## src/rtl/core/tmbc_pkg.sv

```systemverilog
package tmbc_pkg;

  // fixed widths of the queue entry and the region math
  localparam int CW        = 13;  // byte column / tile row index
  localparam int BASEW     = 27;  // row base address
  localparam int EXW       = 36;  // tile edge arithmetic, doubled units
  localparam int DIVW      = 26;  // divider dividend magnitude
  localparam int REGW      = 28;  // signed region bounds before clamping
  localparam int QDEPTH    = 2;
  localparam int QPW       = 1;

  // input word codes
  localparam logic CMD_WRITE = 1'b0;
  localparam logic CMD_QUERY = 1'b1;

  // configuration register indexes
  localparam logic [1:0] CFG_RADIUS_X  = 2'd0;
  localparam logic [1:0] CFG_RADIUS_Y  = 2'd1;
  localparam logic [1:0] CFG_MAP_PITCH = 2'd2;
  localparam logic [1:0] CFG_MAP_ROWS  = 2'd3;

  localparam logic [3:0] TILE_SOLID = 4'd1;

  localparam logic [3:0] FLAG_LEFT  = 4'b0001;
  localparam logic [3:0] FLAG_RIGHT = 4'b0010;
  localparam logic [3:0] FLAG_FLOOR = 4'b0100;
  localparam logic [3:0] FLAG_CEIL  = 4'b1000;

  typedef struct packed {
    logic               cmd;
    logic [11:0]        map_addr;
    logic [7:0]         map_byte;
    logic signed [23:0] pos_x;
    logic signed [23:0] pos_y;
  } in_t;

  typedef struct packed {
    logic signed [23:0] new_x;
    logic signed [23:0] new_y;
    logic [3:0]         hit_flags;
  } out_t;

  typedef struct packed {
    logic [15:0] radius_x;
    logic [15:0] radius_y;
    logic [12:0] map_pitch;
    logic [12:0] map_rows;
  } cfg_t;

  // one queued command: a map write or a classified query
  typedef struct packed {
    logic               is_query;
    logic               empty;
    logic [11:0]        waddr;
    logic [7:0]         wbyte;
    logic signed [23:0] px;
    logic signed [23:0] py;
    logic [CW-1:0]      lb;
    logic [CW-1:0]      rb;
    logic [CW-1:0]      top;
    logic [CW-1:0]      bot;
    logic [BASEW-1:0]   base;
  } cmd_t;

  typedef enum logic [2:0] {
    F_IDLE,
    F_DIV,
    F_CALC,
    F_MUL,
    F_PUSH
  } front_state_e;

  typedef enum logic [3:0] {
    B_IDLE,
    B_RD,
    B_CAP,
    B_HX,
    B_HY,
    B_LX,
    B_LY,
    B_DONE
  } back_state_e;

  // clamp to the 24-bit signed position range
  function automatic logic signed [23:0] sat24(input logic signed [EXW-1:0] v);
    logic signed [EXW-1:0] hi;
    logic signed [EXW-1:0] lo;
    hi = EXW'(8388607);
    lo = EXW'(-8388608);
    if (v > hi) begin
      return 24'sh7FFFFF;
    end else if (v < lo) begin
      return 24'sh800000;
    end
    return v[23:0];
  endfunction

endpackage

```

## src/rtl/core/tmbc_front.sv

```systemverilog
module tmbc_front #(
  parameter int TILE_DIM  = 16,
  parameter int FRAC_BITS = 8
) (
  input  logic            clk_i,
  input  logic            rst_ni,
  input  logic            in_valid_i,
  output logic            in_ready_o,
  input  tmbc_pkg::in_t   in_word_i,
  input  tmbc_pkg::cfg_t  cfg_i,
  output logic            push_o,
  output tmbc_pkg::cmd_t  push_data_o,
  input  logic            full_i
);
  import tmbc_pkg::*;

  localparam logic [DIVW-1:0] CA_D = DIVW'((TILE_DIM - 1) << FRAC_BITS);
  // reciprocal of the tile width, exact for magnitudes below 2^(DIVW-1)
  localparam int RK = DIVW - 1 + $clog2(TILE_DIM);
  localparam int RW = DIVW + 1;
  localparam int PW = DIVW - 1 + RW;
  localparam logic [RW-1:0] RECIP =
    RW'(((longint'(1) << RK) + longint'(TILE_DIM) - 1) / longint'(TILE_DIM));

  front_state_e state_q, state_d;
  logic [1:0]      lane_q, lane_d;
  cmd_t            ent_q, ent_d;
  logic [DIVW-1:0] num_q [4];
  logic [DIVW-1:0] num_d [4];
  logic [DIVW-1:0] quo_q [4];
  logic [DIVW-1:0] quo_d [4];
  logic [3:0]      neg_q, neg_d;

  // dividends: left, right, top, bottom edges of the box
  logic [DIVW-1:0] dvd [4];
  always_comb begin
    dvd[0] = DIVW'(in_word_i.pos_x) - DIVW'(cfg_i.radius_x);
    dvd[1] = DIVW'(in_word_i.pos_x) + DIVW'(cfg_i.radius_x) + CA_D;
    dvd[2] = DIVW'(in_word_i.pos_y) - DIVW'(cfg_i.radius_y);
    dvd[3] = DIVW'(in_word_i.pos_y) + DIVW'(cfg_i.radius_y) + CA_D;
  end

  // region bounds from the quotients, truncated toward zero
  logic signed [REGW-1:0] lbv, rbv, topv, botv, pm1, rm1;
  always_comb begin
    lbv  = neg_q[0] ? '0 : $signed({3'b0, quo_q[0][DIVW-1:1]});
    rbv  = (neg_q[1] && quo_q[1] != '0) ? -REGW'(1) : $signed({3'b0, quo_q[1][DIVW-1:1]});
    topv = neg_q[2] ? '0 : $signed({2'b0, quo_q[2]});
    botv = (neg_q[3] && quo_q[3] != '0) ? -REGW'(1) : $signed({2'b0, quo_q[3]});
    pm1  = $signed({15'b0, cfg_i.map_pitch}) - REGW'(1);
    rm1  = $signed({15'b0, cfg_i.map_rows}) - REGW'(1);
    if (rbv > pm1) begin
      rbv = pm1;
    end
    if (botv > rm1) begin
      botv = rm1;
    end
  end

  always_ff @(posedge clk_i or negedge rst_ni) begin
    if (!rst_ni) begin
      state_q <= F_IDLE;
    end else begin
      state_q <= state_d;
    end
  end

  always_ff @(posedge clk_i) begin
    lane_q <= lane_d;
    ent_q  <= ent_d;
    neg_q  <= neg_d;
    for (int i = 0; i < 4; i++) begin
      num_q[i] <= num_d[i];
      quo_q[i] <= quo_d[i];
    end
  end

  always_comb begin
    logic [PW-1:0] prod;
    state_d    = state_q;
    lane_d     = lane_q;
    ent_d      = ent_q;
    neg_d      = neg_q;
    num_d      = num_q;
    quo_d      = quo_q;
    prod       = '0;
    in_ready_o = 1'b0;
    push_o     = 1'b0;
    unique case (state_q)
      F_IDLE: begin
        in_ready_o = 1'b1;
        if (in_valid_i) begin
          ent_d.waddr = in_word_i.map_addr;
          ent_d.wbyte = in_word_i.map_byte;
          ent_d.px    = in_word_i.pos_x;
          ent_d.py    = in_word_i.pos_y;
          if (in_word_i.cmd == CMD_QUERY) begin
            ent_d.is_query = 1'b1;
            lane_d         = '0;
            // magnitudes with the fraction bits already dropped
            for (int i = 0; i < 4; i++) begin
              neg_d[i] = dvd[i][DIVW-1];
              num_d[i] = (dvd[i][DIVW-1] ? -dvd[i] : dvd[i]) >> FRAC_BITS;
            end
            state_d = F_DIV;
          end else begin
            ent_d.is_query = 1'b0;
            state_d        = F_PUSH;
          end
        end
      end
      F_DIV: begin
        // divide by the tile width with a reciprocal multiply, one lane a cycle
        prod           = num_q[lane_q][DIVW-2:0] * RECIP;
        quo_d[lane_q]  = DIVW'(prod >> RK);
        lane_d         = lane_q + 2'd1;
        if (lane_q == 2'd3) begin
          state_d = F_CALC;
        end
      end
      F_CALC: begin
        ent_d.lb    = lbv[CW-1:0];
        ent_d.rb    = rbv[CW-1:0];
        ent_d.top   = topv[CW-1:0];
        ent_d.bot   = botv[CW-1:0];
        ent_d.empty = (lbv > rbv) || (topv > botv);
        state_d     = F_MUL;
      end
      F_MUL: begin
        ent_d.base = BASEW'(ent_q.top * cfg_i.map_pitch);
        state_d    = F_PUSH;
      end
      F_PUSH: begin
        if (!full_i) begin
          push_o  = 1'b1;
          state_d = F_IDLE;
        end
      end
      default: begin
        state_d = F_IDLE;
      end
    endcase
  end

  assign push_data_o = ent_q;

endmodule

```

## config.mk

```make
export PLATFORM = sky130hd
export DESIGN_NAME = tmbc_front
export DESIGN_NICKNAME = d
export VERILOG_FILES = /design/src/rtl/core/tmbc_pkg.sv /design/src/rtl/core/tmbc_front.sv
export SDC_FILE = /design/constraint.sdc
export NUM_CORES = 1
export LEC_CHECK = 0
export BUFFER_PORTS_ARGS = -buffer_cell sky130_fd_sc_hd__buf_2
export CAP_MARGIN = 20
export CORE_ASPECT_RATIO = 2
export CORE_UTILIZATION = 60
export CTS_CLUSTER_DIAMETER = 50
export CTS_CLUSTER_SIZE = 30
export DETAILED_ROUTE_END_ITERATION = 6
export PLACE_DENSITY = 0.86
export SETUP_SLACK_MARGIN = 0.3
export SLEW_MARGIN = 10
export SYNTH_ARGS = -nofsm -noshare
export SYNTH_HDL_FRONTEND = slang
export SYNTH_SLANG_ARGS = --single-unit
```

## constraint.sdc

```tcl
create_clock -name clk_i -period 6.3 [get_ports clk_i]
set_input_delay 0 -clock clk_i [delete_from_list [all_inputs] [get_ports clk_i]]
set_output_delay 0 -clock clk_i [all_outputs]
set_load 0.02 [all_outputs]
```

==> results.cfg <==
[clocking]
clkTransAtPathRegs_ns = 0.08
clock-sinks = 268
cts_tree = yes
cts_made_buffers = 20
clock_latency_ns = 0.54
cts.path.max_buffers = 3
h-tree-depth = 1
cts_root_buf = clkbuf_16

[floorplan]
die_area_mm2 = 0.0377
fp.dieH_um = 273
start_util_pct = 60.7
die_w_um = 138
placementRows = 99
num_io_pins = 282
core-area_mm2 = 0.0364

[detailed_routing]
drtIter0Drc = 946
ant_nets = 0
drt_first_pass_iters = 7
drt_drc_violations_left = 0
wl_per_cell_um = 21.6
dr_total_vias = 17800
wirelength_um = 64300
vias_per_cell = 5.99

[hold_path]
whs_endpoint = push_data_o[27]$_DFFE_PP_
hp-class = input port to flop
hp-start = cfg_i[0]
min_path_cells = 4

[global_routing]
grt_use_total_pct = 35.0
grt_max_degree = 70
antenna_found_initial = 1
grt_pass1_vias = 19200
grt_pass1_wl_um = 98100
gr-total-overflow = 0

[cells_and_area]
layout.cells.most_common_list = 305 x inv_1, 280 x buf_2, 265 x edfxtp_1
area_growth_syn_to_layout_pct = 17.0
finalNonFillerCells = 2973
final_common_cell = inv_1
layout-drive-gt1-share_pct = 18.0
nets = 2989

[critical_path]
reg2regPathDepth = 18
cp_slowest_cell = fa_1
reg2reg_slack_ns = 0.53
crit_type = flop to flop
end_kind = flop
critPathRequiredTime_ns = 6.59
start_kind = flop
crit_path_frequent_cell = fa_1
worstPathArrival_ns = 6.06
cp_cell_sequence = buf_4, nand2_1, fa_1, inv_1, fa_1, fa_1, fa_2, fa_1, ha_2, and3_1, o2111ai_4, a31oi_4, a21o_1, o221a_2, nor2_4, nor3b_1, nor3_2, xnor2_1
r2r_start = push_data_o[48]$_DFFE_PP_
timing.rr.end = push_data_o[25]$_DFFE_PP_
worstPathMaxFanout = 5
timing.critical_path.slowest_cell_delay_ns = 0.55

[synthesis]
synth.largest_area_cell = edfxtp_1
ys_seq_elements = 268
synth.distinct_cells = 86
syn_inst = 2139
async_reset_ff_share_pct = 1.12
synth_area_leaders = edfxtp_1 36%, ha_1 13%, fa_1 11%, inv_1 5.2%, xnor2_1 3.8%
ys.flop_type = edfxtp_1
synth_edf_count = 265
yosysWarnings = 0
syn_area_per_cell_um2 = 10.3
seq_area_frac_synth_pct = 36.3
synth_top_cell_area_share_pct = 36.0
synth.cell_area_mm2 = 0.0221

[flow_run]
cap_violations = 0

[placement]
port_buffers = 280
hpwl_um = 49500
place_inst = 2837
gp_congestion = 0.983

[sta]
slew_headroom_pct = 31.2
min_period_ns = 5.77
fin_crit_sh_pct = 91.6
tns_ns = 0
slew_violations = 0
whs_ns = 0.0614
fmax_mhz = 173
rsz0062_at_grt = true
finalSetupViolations = 0
hold_viol_final = 0
fin_skew_ns = 0.0229
worstMarginPinSlew_ns = 1.03

[pwr]
worst_ir_drop_vdd_mv = 1.74
leakagePower_uw = 0.0115
powerDensity_mw_per_mm2 = 479

[run_status]
run_status = finished, final reports clean
## logic make-up (layout without fill, tap and decap cells)
kind of cell	count (synthesis)	after routing	synth area share (%)
buffers and inverters	367	740	6.29
adder cells (fa/ha/maj)	354	354	24.3
XOR/XNOR	143	143	5.67
flip-flops	268	268	36.3
AO/OA/AOI/OAI	321	321	9.62
multiplexers	45	45	2.96
AND/OR/NAND/NOR	640	640	14.8
other	1	8	0.0170
## where the power goes
part	internal [uW]	total, uW	leakage (uW)	switching [uW]
combinational	3230	7940	0.00868	4720
clock	676	1400	0.000340	729
sequential	2820	3030	0.00248	209
## layout make-up
| class | instances | area, um^2 |
|---|---|---|
| sequential | 268 | 8030 |
| inverter | 306 | 1150 |
| fill | 2607 | 10600 |
| clock inverter | 15 | 219 |
| timing repair buffer | 398 | 2510 |
| tap | 454 | 568 |
| antenna | 1 | 2.50 |
| clock buffer | 21 | 504 |
| multi-input combinational | 1510 | 12900 |
## cell usage after synthesis, drive strengths merged, types with 11 or more instances
master,count
nor4,23
ha,229
o21a,13
and2,80
o31ai,12
xnor2,95
nand2b,20
edfxtp,265
a21o,26
nand3,27
a21oi,87
and3,17
a211oi,11
o21ai,79
nand3b,11
nand2,182
nor2,123
mux4,14
a31oi,12
mux2,23
fa,125
nor3,37
inv,305
xor2,48
or4,11
clkbuf,56
o211ai,11
nor2b,49
nand4,19
## per-layer routing
layer | vias to the layer above | track usage, % | wire length [um]
li1 | 8105 | - | -
met1 | 8558 | 28.9 | 18600
met2 | 783 | 68.1 | 36200
met3 | 350 | 4.91 | 2950
met4 | 0 | 31.5 | 6600
met5 | - | 0 | 0
## repair_timing
action / 4_1_cts / 5_1_grt
hold buffers: 75 / 0
buffers inserted: 16 / 7
hold endpoints to repair: 86 / 0
pin swaps: 0 / 9
endpoints found under the setup margin: 4 / 8
gates resized for setup: 1 / 36
## state kept, by name, summed over array words and instances (netlist names)
name,cells
neg_q,4
state_q,3
push_data_o,148
lane_q,2
num_q,56
quo_q,55
## worst max-delay path, delay by kind of cell, from the launching register on
kind	cells	cell delay, ns
adders and majority gates	6	3.05
buffers and inverters	2	0.32
DFF	1	0.51
AOI/OAI and AO/OA	4	0.79
xor gates and xnor gates	1	0.13
and+or+nand+nor	5	0.72
## worst max-delay path by stage
stage,start,endpoint,slack (ns),cells past startpoint
5_1_grt,push_data_o[48]$_DFFE_PP_,push_data_o[23]$_DFFE_PP_,0.31,18
4_1_cts,push_data_o[47]$_DFFE_PP_,push_data_o[22]$_DFFE_PP_,0.36,21
6_report,push_data_o[48]$_DFFE_PP_,push_data_o[25]$_DFFE_PP_,0.53,18
3_3_place_gp,push_data_o[45]$_DFFE_PP_,push_data_o[25]$_DFFE_PP_,0.38,19
2_1_floorplan,push_data_o[46]$_DFFE_PP_,push_data_o[25]$_DFFE_PP_,0.60,20
3_5_place_dp,push_data_o[45]$_DFFE_PP_,push_data_o[25]$_DFFE_PP_,0.16,19
## metrics by stage
| step | worst slack (ns) | util, % | total power, uW | area (um^2) |
|---|---|---|---|---|
| floorplan | 0.598 | - | 8010 | 22100 |
| global placement | 0.376 | 65.9 | 9750 | 24000 |
| detailed placement | 0.156 | 65.9 | 10100 | 24000 |
| CTS | 0.356 | 70.3 | 11600 | 25600 |
| global route | 0.311 | 71.0 | 13300 | 25900 |
| finish | 0.529 | 71.0 | 12400 | 25900 |
No activity file was read; power rests on OpenSTA's default activity.
