**src/rtl/core/tmbc_pkg.sv**
```systemverilog
package tmbc_pkg;

  // fixed widths of the queue entry and the region math
  localparam int CW        = 13;  // byte column / tile row index
  localparam int BASEW     = 27;  // row base address
  localparam int EXW       = 36;  // tile edge arithmetic, doubled units
  localparam int DIVW      = 26;  // divider dividend magnitude
  localparam int REGW      = 28;  // signed region bounds before clamping
  localparam int QDEPTH    = 2;
  localparam int QPW       = 1;

  // input word codes
  localparam logic CMD_WRITE = 1'b0;
  localparam logic CMD_QUERY = 1'b1;

  // configuration register indexes
  localparam logic [1:0] CFG_RADIUS_X  = 2'd0;
  localparam logic [1:0] CFG_RADIUS_Y  = 2'd1;
  localparam logic [1:0] CFG_MAP_PITCH = 2'd2;
  localparam logic [1:0] CFG_MAP_ROWS  = 2'd3;

  localparam logic [3:0] TILE_SOLID = 4'd1;

  localparam logic [3:0] FLAG_LEFT  = 4'b0001;
  localparam logic [3:0] FLAG_RIGHT = 4'b0010;
  localparam logic [3:0] FLAG_FLOOR = 4'b0100;
  localparam logic [3:0] FLAG_CEIL  = 4'b1000;

  typedef struct packed {
    logic               cmd;
    logic [11:0]        map_addr;
    logic [7:0]         map_byte;
    logic signed [23:0] pos_x;
    logic signed [23:0] pos_y;
  } in_t;

  typedef struct packed {
    logic signed [23:0] new_x;
    logic signed [23:0] new_y;
    logic [3:0]         hit_flags;
  } out_t;

  typedef struct packed {
    logic [15:0] radius_x;
    logic [15:0] radius_y;
    logic [12:0] map_pitch;
    logic [12:0] map_rows;
  } cfg_t;

  // one queued command: a map write or a classified query
  typedef struct packed {
    logic               is_query;
    logic               empty;
    logic [11:0]        waddr;
    logic [7:0]         wbyte;
    logic signed [23:0] px;
    logic signed [23:0] py;
    logic [CW-1:0]      lb;
    logic [CW-1:0]      rb;
    logic [CW-1:0]      top;
    logic [CW-1:0]      bot;
    logic [BASEW-1:0]   base;
  } cmd_t;

  typedef enum logic [2:0] {
    F_IDLE,
    F_DIV,
    F_CALC,
    F_MUL,
    F_PUSH
  } front_state_e;

  typedef enum logic [3:0] {
    B_IDLE,
    B_RD,
    B_CAP,
    B_HX,
    B_HY,
    B_LX,
    B_LY,
    B_DONE
  } back_state_e;

  // clamp to the 24-bit signed position range
  function automatic logic signed [23:0] sat24(input logic signed [EXW-1:0] v);
    logic signed [EXW-1:0] hi;
    logic signed [EXW-1:0] lo;
    hi = EXW'(8388607);
    lo = EXW'(-8388608);
    if (v > hi) begin
      return 24'sh7FFFFF;
    end else if (v < lo) begin
      return 24'sh800000;
    end
    return v[23:0];
  endfunction

endpackage

```
**src/rtl/core/tmbc_fifo.sv**
```systemverilog
module tmbc_fifo (
  input  logic           clk_i,
  input  logic           rst_ni,
  input  logic           push_i,
  input  tmbc_pkg::cmd_t data_i,
  output logic           full_o,
  input  logic           pop_i,
  output tmbc_pkg::cmd_t data_o,
  output logic           empty_o
);
  import tmbc_pkg::*;

  cmd_t           mem_q [QDEPTH];
  logic [QPW-1:0] wptr_q, rptr_q;
  logic [QPW:0]   cnt_q;

  assign full_o  = cnt_q == (QPW + 1)'(QDEPTH);
  assign empty_o = cnt_q == '0;
  assign data_o  = mem_q[rptr_q];

  // pointers and fill count
  always_ff @(posedge clk_i or negedge rst_ni) begin
    if (!rst_ni) begin
      wptr_q <= '0;
      rptr_q <= '0;
      cnt_q  <= '0;
    end else begin
      if (push_i) begin
        wptr_q <= wptr_q + QPW'(1);
      end
      if (pop_i) begin
        rptr_q <= rptr_q + QPW'(1);
      end
      if (push_i && !pop_i) begin
        cnt_q <= cnt_q + (QPW + 1)'(1);
      end else if (pop_i && !push_i) begin
        cnt_q <= cnt_q - (QPW + 1)'(1);
      end
    end
  end

  always_ff @(posedge clk_i) begin
    if (push_i) begin
      mem_q[wptr_q] <= data_i;
    end
  end

endmodule

```
**config.mk**
```make
export PLATFORM = sky130hd
export DESIGN_NAME = tmbc_fifo
export DESIGN_NICKNAME = d
export VERILOG_FILES = /design/src/rtl/core/tmbc_pkg.sv /design/src/rtl/core/tmbc_fifo.sv
export SDC_FILE = /design/constraint.sdc
export NUM_CORES = 1
export LEC_CHECK = 0
export ABC_AREA = 1
export BUFFER_PORTS_ARGS = -buffer_cell sky130_fd_sc_hd__buf_2
export CAP_MARGIN = 25
export CORE_ASPECT_RATIO = 1.4
export CORE_MARGIN = 1
export CORE_UTILIZATION = 47
export DETAILED_ROUTE_END_ITERATION = 10
export GPL_TIMING_DRIVEN = 1
export PLACE_DENSITY = 0.73
export RECOVER_POWER = 50
export SLEW_MARGIN = 20
export SYNTH_ARGS = -nofsm -noshare
export SYNTH_HDL_FRONTEND = slang
export SYNTH_SLANG_ARGS = --single-unit
```
**constraint.sdc**
```tcl
create_clock -name clk_i -period 7.58 [get_ports clk_i]
set_input_delay 0.758 -clock clk_i [delete_from_list [all_inputs] [get_ports clk_i]]
set_output_delay 0.758 -clock clk_i [all_outputs]
set_load 0.02 [all_outputs]
```
==> results.cfg, run 1 <==
[run_status]
outcome = complete, but fails checks
violations = capacitance limit, slew limit

[sta]
hold_ws_ns = 0.0497
setup_tns_ns = 0
slew_headroom_pct = -122
worst_slack_ns = 3.18
final.period_utilization_pct = 58.1
tightest_slew_ns = 3.34
setup_violations = 0
max_freq_mhz = 227
clock_skew_ns = 0.00718
final-hold-violation-count = 0
drv_slew = 59
fin_crit_ns = 4.40
grt_setup_unrepaired = false

[routing]
vias = 5517
drt_iter0_drc = 227
first_pass_iters = 4
wl_mm = 20.7
drc_errors = 0
antenna_left = 0
viasPerCell = 4.81
post_drt_wl_per_cell_um = 18.1

[worst_hold_path]
hp-class = in -> async

[logic_synthesis]
synth_warnings = 0
netlist.area_leader.share_pct = 78.7
synth.cell_area_um2 = 11400
yosysSeqAreaShare_pct = 79.6
async_reset_ff_share_pct = 1.32
yosys-top-cells-count = edfxtp_1 (298), mux2_4 (100), mux2_2 (49), buf_6 (11), inv_1 (7)
ys_seq_elements = 302
ys.flop_type = edfxtp_1
yosysMostFrequentCell = edfxtp_1
synth.distinct_cells = 15
syn_area_per_cell_um2 = 23.3
yosys.area.top_type = edfxtp_1
ys_top_cells_by_area = edfxtp_1 (79%), mux2_4 (13%), mux2_2 (4.9%)
syn-num-nets = 643
synth_edf_count = 298
synthCells = 489

[clock_tree]
hold_buffers = 0
cts_sinks = 302
cts-root-buf = clkbuf_16
post_cts_resized = 0
clock_latency_ns = 0.53
cts_setup_buffers = 0
cts.path.max_buffers = 3
cts_tree = yes
cts-htree-levels = 1
cts_buffers = 28
clkSlewWorstSetupHoldPaths_ns = 0.06

[worst_setup_path]
cp_slowest_cell = clkbuf_1
max_stage_delay_ns = 2.43
crit_path_cell_trace = clkbuf_1 > inv_1 > nor2_4 > clkbuf_1 > clkbuf_1
arrival_ns = 4.47
path_max_fanout = 58
startpoint_type = primary input
crit_top_cell = clkbuf_1
path_buf_inv = 4
required_ns = 7.65
crit_type = in -> reg
endpoint_kind = flip-flop
path_delay_family = buffers and inverters

[pwr]
peakVddDrop_mv = 0.282
powerDensity_nw_per_um2 = 398
report.power.total_mw = 5.60
p_leak_nw = 5.46

[global_routing]
overflow = 0
first_global_vias = 5583
antenna_found_initial = 4
grt_use_total_pct = 16.0
grt_max_degree = 91
grt_pass1_wl_mm = 30.2

[final_layout]
final_cells = 1147
final_area_um2 = 14100
fin_util_pct = 59.1
fin_nets = 965
drive_above_1_share_pct = 53.5
syn_to_final_growth_pct = 23.6

[die]
top_level_ports = 304
die_area_um2 = 24800
start_util_pct = 47.8
core_region_area_um2 = 23800
std_cell_rows = 67
die_y_um = 186
die_x_um = 133

[place]
dpl.cell_count = 1090
dpl_worst_slack_ns = 4.34
place_area_um2 = 13200
port_buffers = 303
gp_congestion = 0.735
hpwl_mm = 13.5

[job]
cap_violations = 1
-- final cells by class --
type                    count  area (um^2)
fillers                  1827         9750
flip-flops and latches    302         9050
multi-input cells         163         2140
repair buffers            309         1480
clock buffers              34          744
well taps                 310          388
clock inverters            17          209
inverters                   7         31.3
diodes                      5         12.5
-- registers in the layout (all words and copies together), names as in the netlist --
| signal | flops |
|---|---|
| cnt_q | 2 |
| rptr_q | 1 |
| mem_q | 298 |
| wptr_q | 1 |
-- worst register-to-register path: cells and delay by family (launching register included) --
family / cells / cell delay (ns)
buf+inv: 2 / 3.26
flops: 1 / 0.43
simple gates: 1 / 0.12
-- report_power, final --
group          switching [mW]  total (mW)  internal (mW)
clock                   0.572        1.44          0.866
sequential              0.141        2.37           2.23
combinational            1.02        1.79          0.776
-- per-layer routing --
metal / GRT usage, % / vias up / share of wire (%)
met5: 0 / - / 0
met4: 6.73 / 0 / 2.2
met3: 3.89 / 28 / 6.7
met2: 29.5 / 208 / 55
met1: 17.6 / 2694 / 36
li1: - / 2587 / -
-- layout by cell type, fill, tap and decap left out --
master,synthesis,routed
nor2_1,3,2
buf_4,0,4
clkbuf_16,0,29
nand2_1,5,5
diode_2,0,5
mux2_4,100,100
clkinv_2,0,8
xnor2_1,1,1
dfrtp_4,0,1
inv_6,0,1
nor2_4,0,1
bufinv_16,0,5
nand4_1,1,1
clkbuf_1,0,64
xor2_1,2,2
edfxtp_1,298,298
nand3_1,1,1
clkinv_1,0,3
buf_2,5,246
inv_1,7,6
mux2_2,49,49
clkinvlp_4,0,1
dfrtp_1,4,3
ha_1,1,1
-- final timing paths --
kind                                 startpoint                endpoint  slack (ns)  cells past startpoint
max                                      push_i  mem_q[0][33]$_DFFE_PP_        3.18                      5
min                                      rst_ni      rptr_q$_DFFE_PN0P_        0.05                      1
max reg2reg                  wptr_q$_DFFE_PN0P_  mem_q[0][33]$_DFFE_PP_        3.28                      3
min reg2reg                cnt_q[1]$_DFFE_PN0P_    cnt_q[1]$_DFFE_PN0P_        0.53                      2
max in group asynchronous                rst_ni      rptr_q$_DFFE_PN0P_        7.32                      1
min in group clk_i                   data_i[67]  mem_q[0][67]$_DFFE_PP_        0.41                      1
-- cells by family (layout without fill, tap and decap cells) --
family / count (synthesis) / in the layout / share of synthesized area [%]
DFF: 302 / 302 / 79.6
buffers and inverters: 24 / 367 / 1.67
adders and majority gates: 1 / 1 / 0.110
other: 0 / 5 / 0
muxes: 149 / 149 / 18.1
and+or+nand+nor: 10 / 10 / 0.363
xor gates and xnor gates: 3 / 3 / 0.231
Note: power is estimated with default switching activity, not from simulation.
==> run 2, diff against run 1 <==
--- a/config.mk
+++ b/config.mk
@@ -10,10 +10,10 @@
 export CAP_MARGIN = 25
 export CORE_ASPECT_RATIO = 1.4
 export CORE_MARGIN = 1
-export CORE_UTILIZATION = 47
+export CORE_UTILIZATION = 52
 export DETAILED_ROUTE_END_ITERATION = 10
 export GPL_TIMING_DRIVEN = 1
-export PLACE_DENSITY = 0.73
+export PLACE_DENSITY = 0.77
 export RECOVER_POWER = 50
 export SLEW_MARGIN = 20
 export SYNTH_ARGS = -nofsm -noshare
==> constraint.sdc (replaced) <==
create_clock -name clk_i -period 4.2 [get_ports clk_i]
set_input_delay 0.42 -clock clk_i [delete_from_list [all_inputs] [get_ports clk_i]]
set_output_delay 0.42 -clock clk_i [all_outputs]
set_load 0.02 [all_outputs]
==> results.cfg, run 2 (synthesized netlist as in run 1, its figures left out) <==
[run_status]
outcome = complete, but fails checks
violations = capacitance limit, slew limit

[pwr]
powerDensity_nw_per_um2 = 730
p_switching_mw = 3.17
p_seq_share_pct = 40.6
peakVddDrop_mv = 0.641
p_leak_nw = 5.47
switching_share_pct = 30.9
clockPowerShare_pct = 26.1
comb_power_share_pct = 33.2
internal_power_mw = 7.09

[worst_setup_path]
rr_worst_depth = 2
rrSetupSlack_ns = 1.40
path_max_fanout = 150
required_ns = 3.78
crit_type = reg -> out
startpoint = rptr_q$_DFFE_PN0P_
startpoint_type = flip-flop
rr_startpoint = wptr_q$_DFFE_PN0P_
endpoint_kind = output port
endpoint = data_o[136]
arrival_ns = 2.45
crit-reg2reg-capture = mem_q[0][74]$_DFFE_PP_

[final_layout]
layout_common_cells = edfxtp_1 (298), buf_2 (244), mux2_4 (100)
largest_register = mem_q
reg_top3 = mem_q x298, cnt_q x2
drive_above_1_share_pct = 53.5
fin_nets = 965
largest_reg_flops = 298
fin_util_pct = 66.0
final_common_cell = edfxtp_1
syn_to_final_growth_pct = 23.6

[die]
die_x_um = 127
std_cell_rows = 63
start_util_pct = 53.4
core_region_area_um2 = 21300
top_level_ports = 304
die_area_um2 = 22500
die_y_um = 177

[routing]
viasPerCell = 5.15
wl_mm = 21.7
first_pass_iters = 4
drt_iter0_drc = 328
post_drt_wl_per_cell_um = 19.7
antenna_left = 0
vias = 5654
drc_errors = 0

[global_routing]
grt_use_total_pct = 19.0
first_global_vias = 6195
antenna_found_initial = 6
grt_pass1_wl_mm = 32.1
overflow = 0
grt_max_degree = 151

[sta]
final-hold-violation-count = 0
setup_violations = 0
final.period_utilization_pct = 68.4
drv_slew = 94
grt_setup_unrepaired = false
tightest_slew_ns = 2.46
setup_tns_ns = 0
fin_crit_ns = 2.87
max_freq_mhz = 348
clock_skew_ns = 0.00856
slew_headroom_pct = -63.9

[clock_tree]
clock_latency_ns = 0.53
cts_tree = yes
cts.path.max_buffers = 3
cts_setup_buffers = 0
cts_buffers = 28
post_cts_resized = 0
hold_buffers = 1
cts_sinks = 302
cts-htree-levels = 1
clkSlewWorstSetupHoldPaths_ns = 0.07
cts-root-buf = clkbuf_16

[worst_hold_path]
hp-class = in -> reg

[job]
cap_violations = 1

[place]
port_buffers = 303
gp_congestion = 0.742
hpwl_mm = 14.2
[run 2: power groups by stage]
stage	clock [mW]	combinational [mW]	sequential, mW
after global routing	2.85	3.58	4.22
after detailed placement	0	3.44	4.22
final	2.68	3.41	4.17
after global placement	0	3.38	4.18
after floorplan	0	2.55	4.22
after CTS	2.74	3.46	4.16
[run 2: cell type report]
type                            instances  area [um^2]
Sequential cell                       302         9050
Multi-Input combinational cell        163         2140
Fill cell                            1459         7230
Timing Repair Buffer                  309         1500
Inverter                                7         31.3
Antenna cell                            6         15.0
Tap cell                              260          325
Clock inverter                         17          248
Clock buffer                           34          744
[run 2: worst max-delay path: stages, from the launching register on]
cell and delay, ns:
dfrtp_4 0.41, buf_12 0.63, mux2_2 0.43, buf_2 0.16
[run 2: per-layer routing]
metal / routed length, um / global-route usage (%)
met4: 1280 / 12.3
met1: 7100 / 19.1
met2: 12000 / 34.9
met5: 0 / 0
met3: 1350 / 4.32
[run 2: metrics by stage]
step / power, mW / worst slack, ns / std cells / area (um^2) / hold WS (ns)
finish: 10.3 / 1.33 / 1098 / 14100 / 0.0713
global route: 10.6 / 1.24 / 1097 / 14100 / 0.0468
CTS: 10.4 / 1.39 / 1092 / 14100 / 0.0448
detailed placement: 7.66 / 1.93 / 1040 / 13100 / 0.235
global placement: 7.56 / 2.01 / 1040 / 13100 / 0.225
floorplan: 6.76 / 0.343 / 489 / 11400 / 0.124
[run 2: worst min path at each step]
stage	startpoint	end	slack [ns]	cells after the start
5_1_grt	data_i[140]	mem_q[0][140]$_DFFE_PP_	0.05	1
2_1_floorplan	rst_ni	cnt_q[0]$_DFFE_PN0P_	0.12	0
4_1_cts	data_i[140]	mem_q[0][140]$_DFFE_PP_	0.04	1
3_5_place_dp	rst_ni	wptr_q$_DFFE_PN0P_	0.24	1
3_3_place_gp	rst_ni	wptr_q$_DFFE_PN0P_	0.23	1
6_report	data_i[143]	mem_q[0][143]$_DFFE_PP_	0.07	1
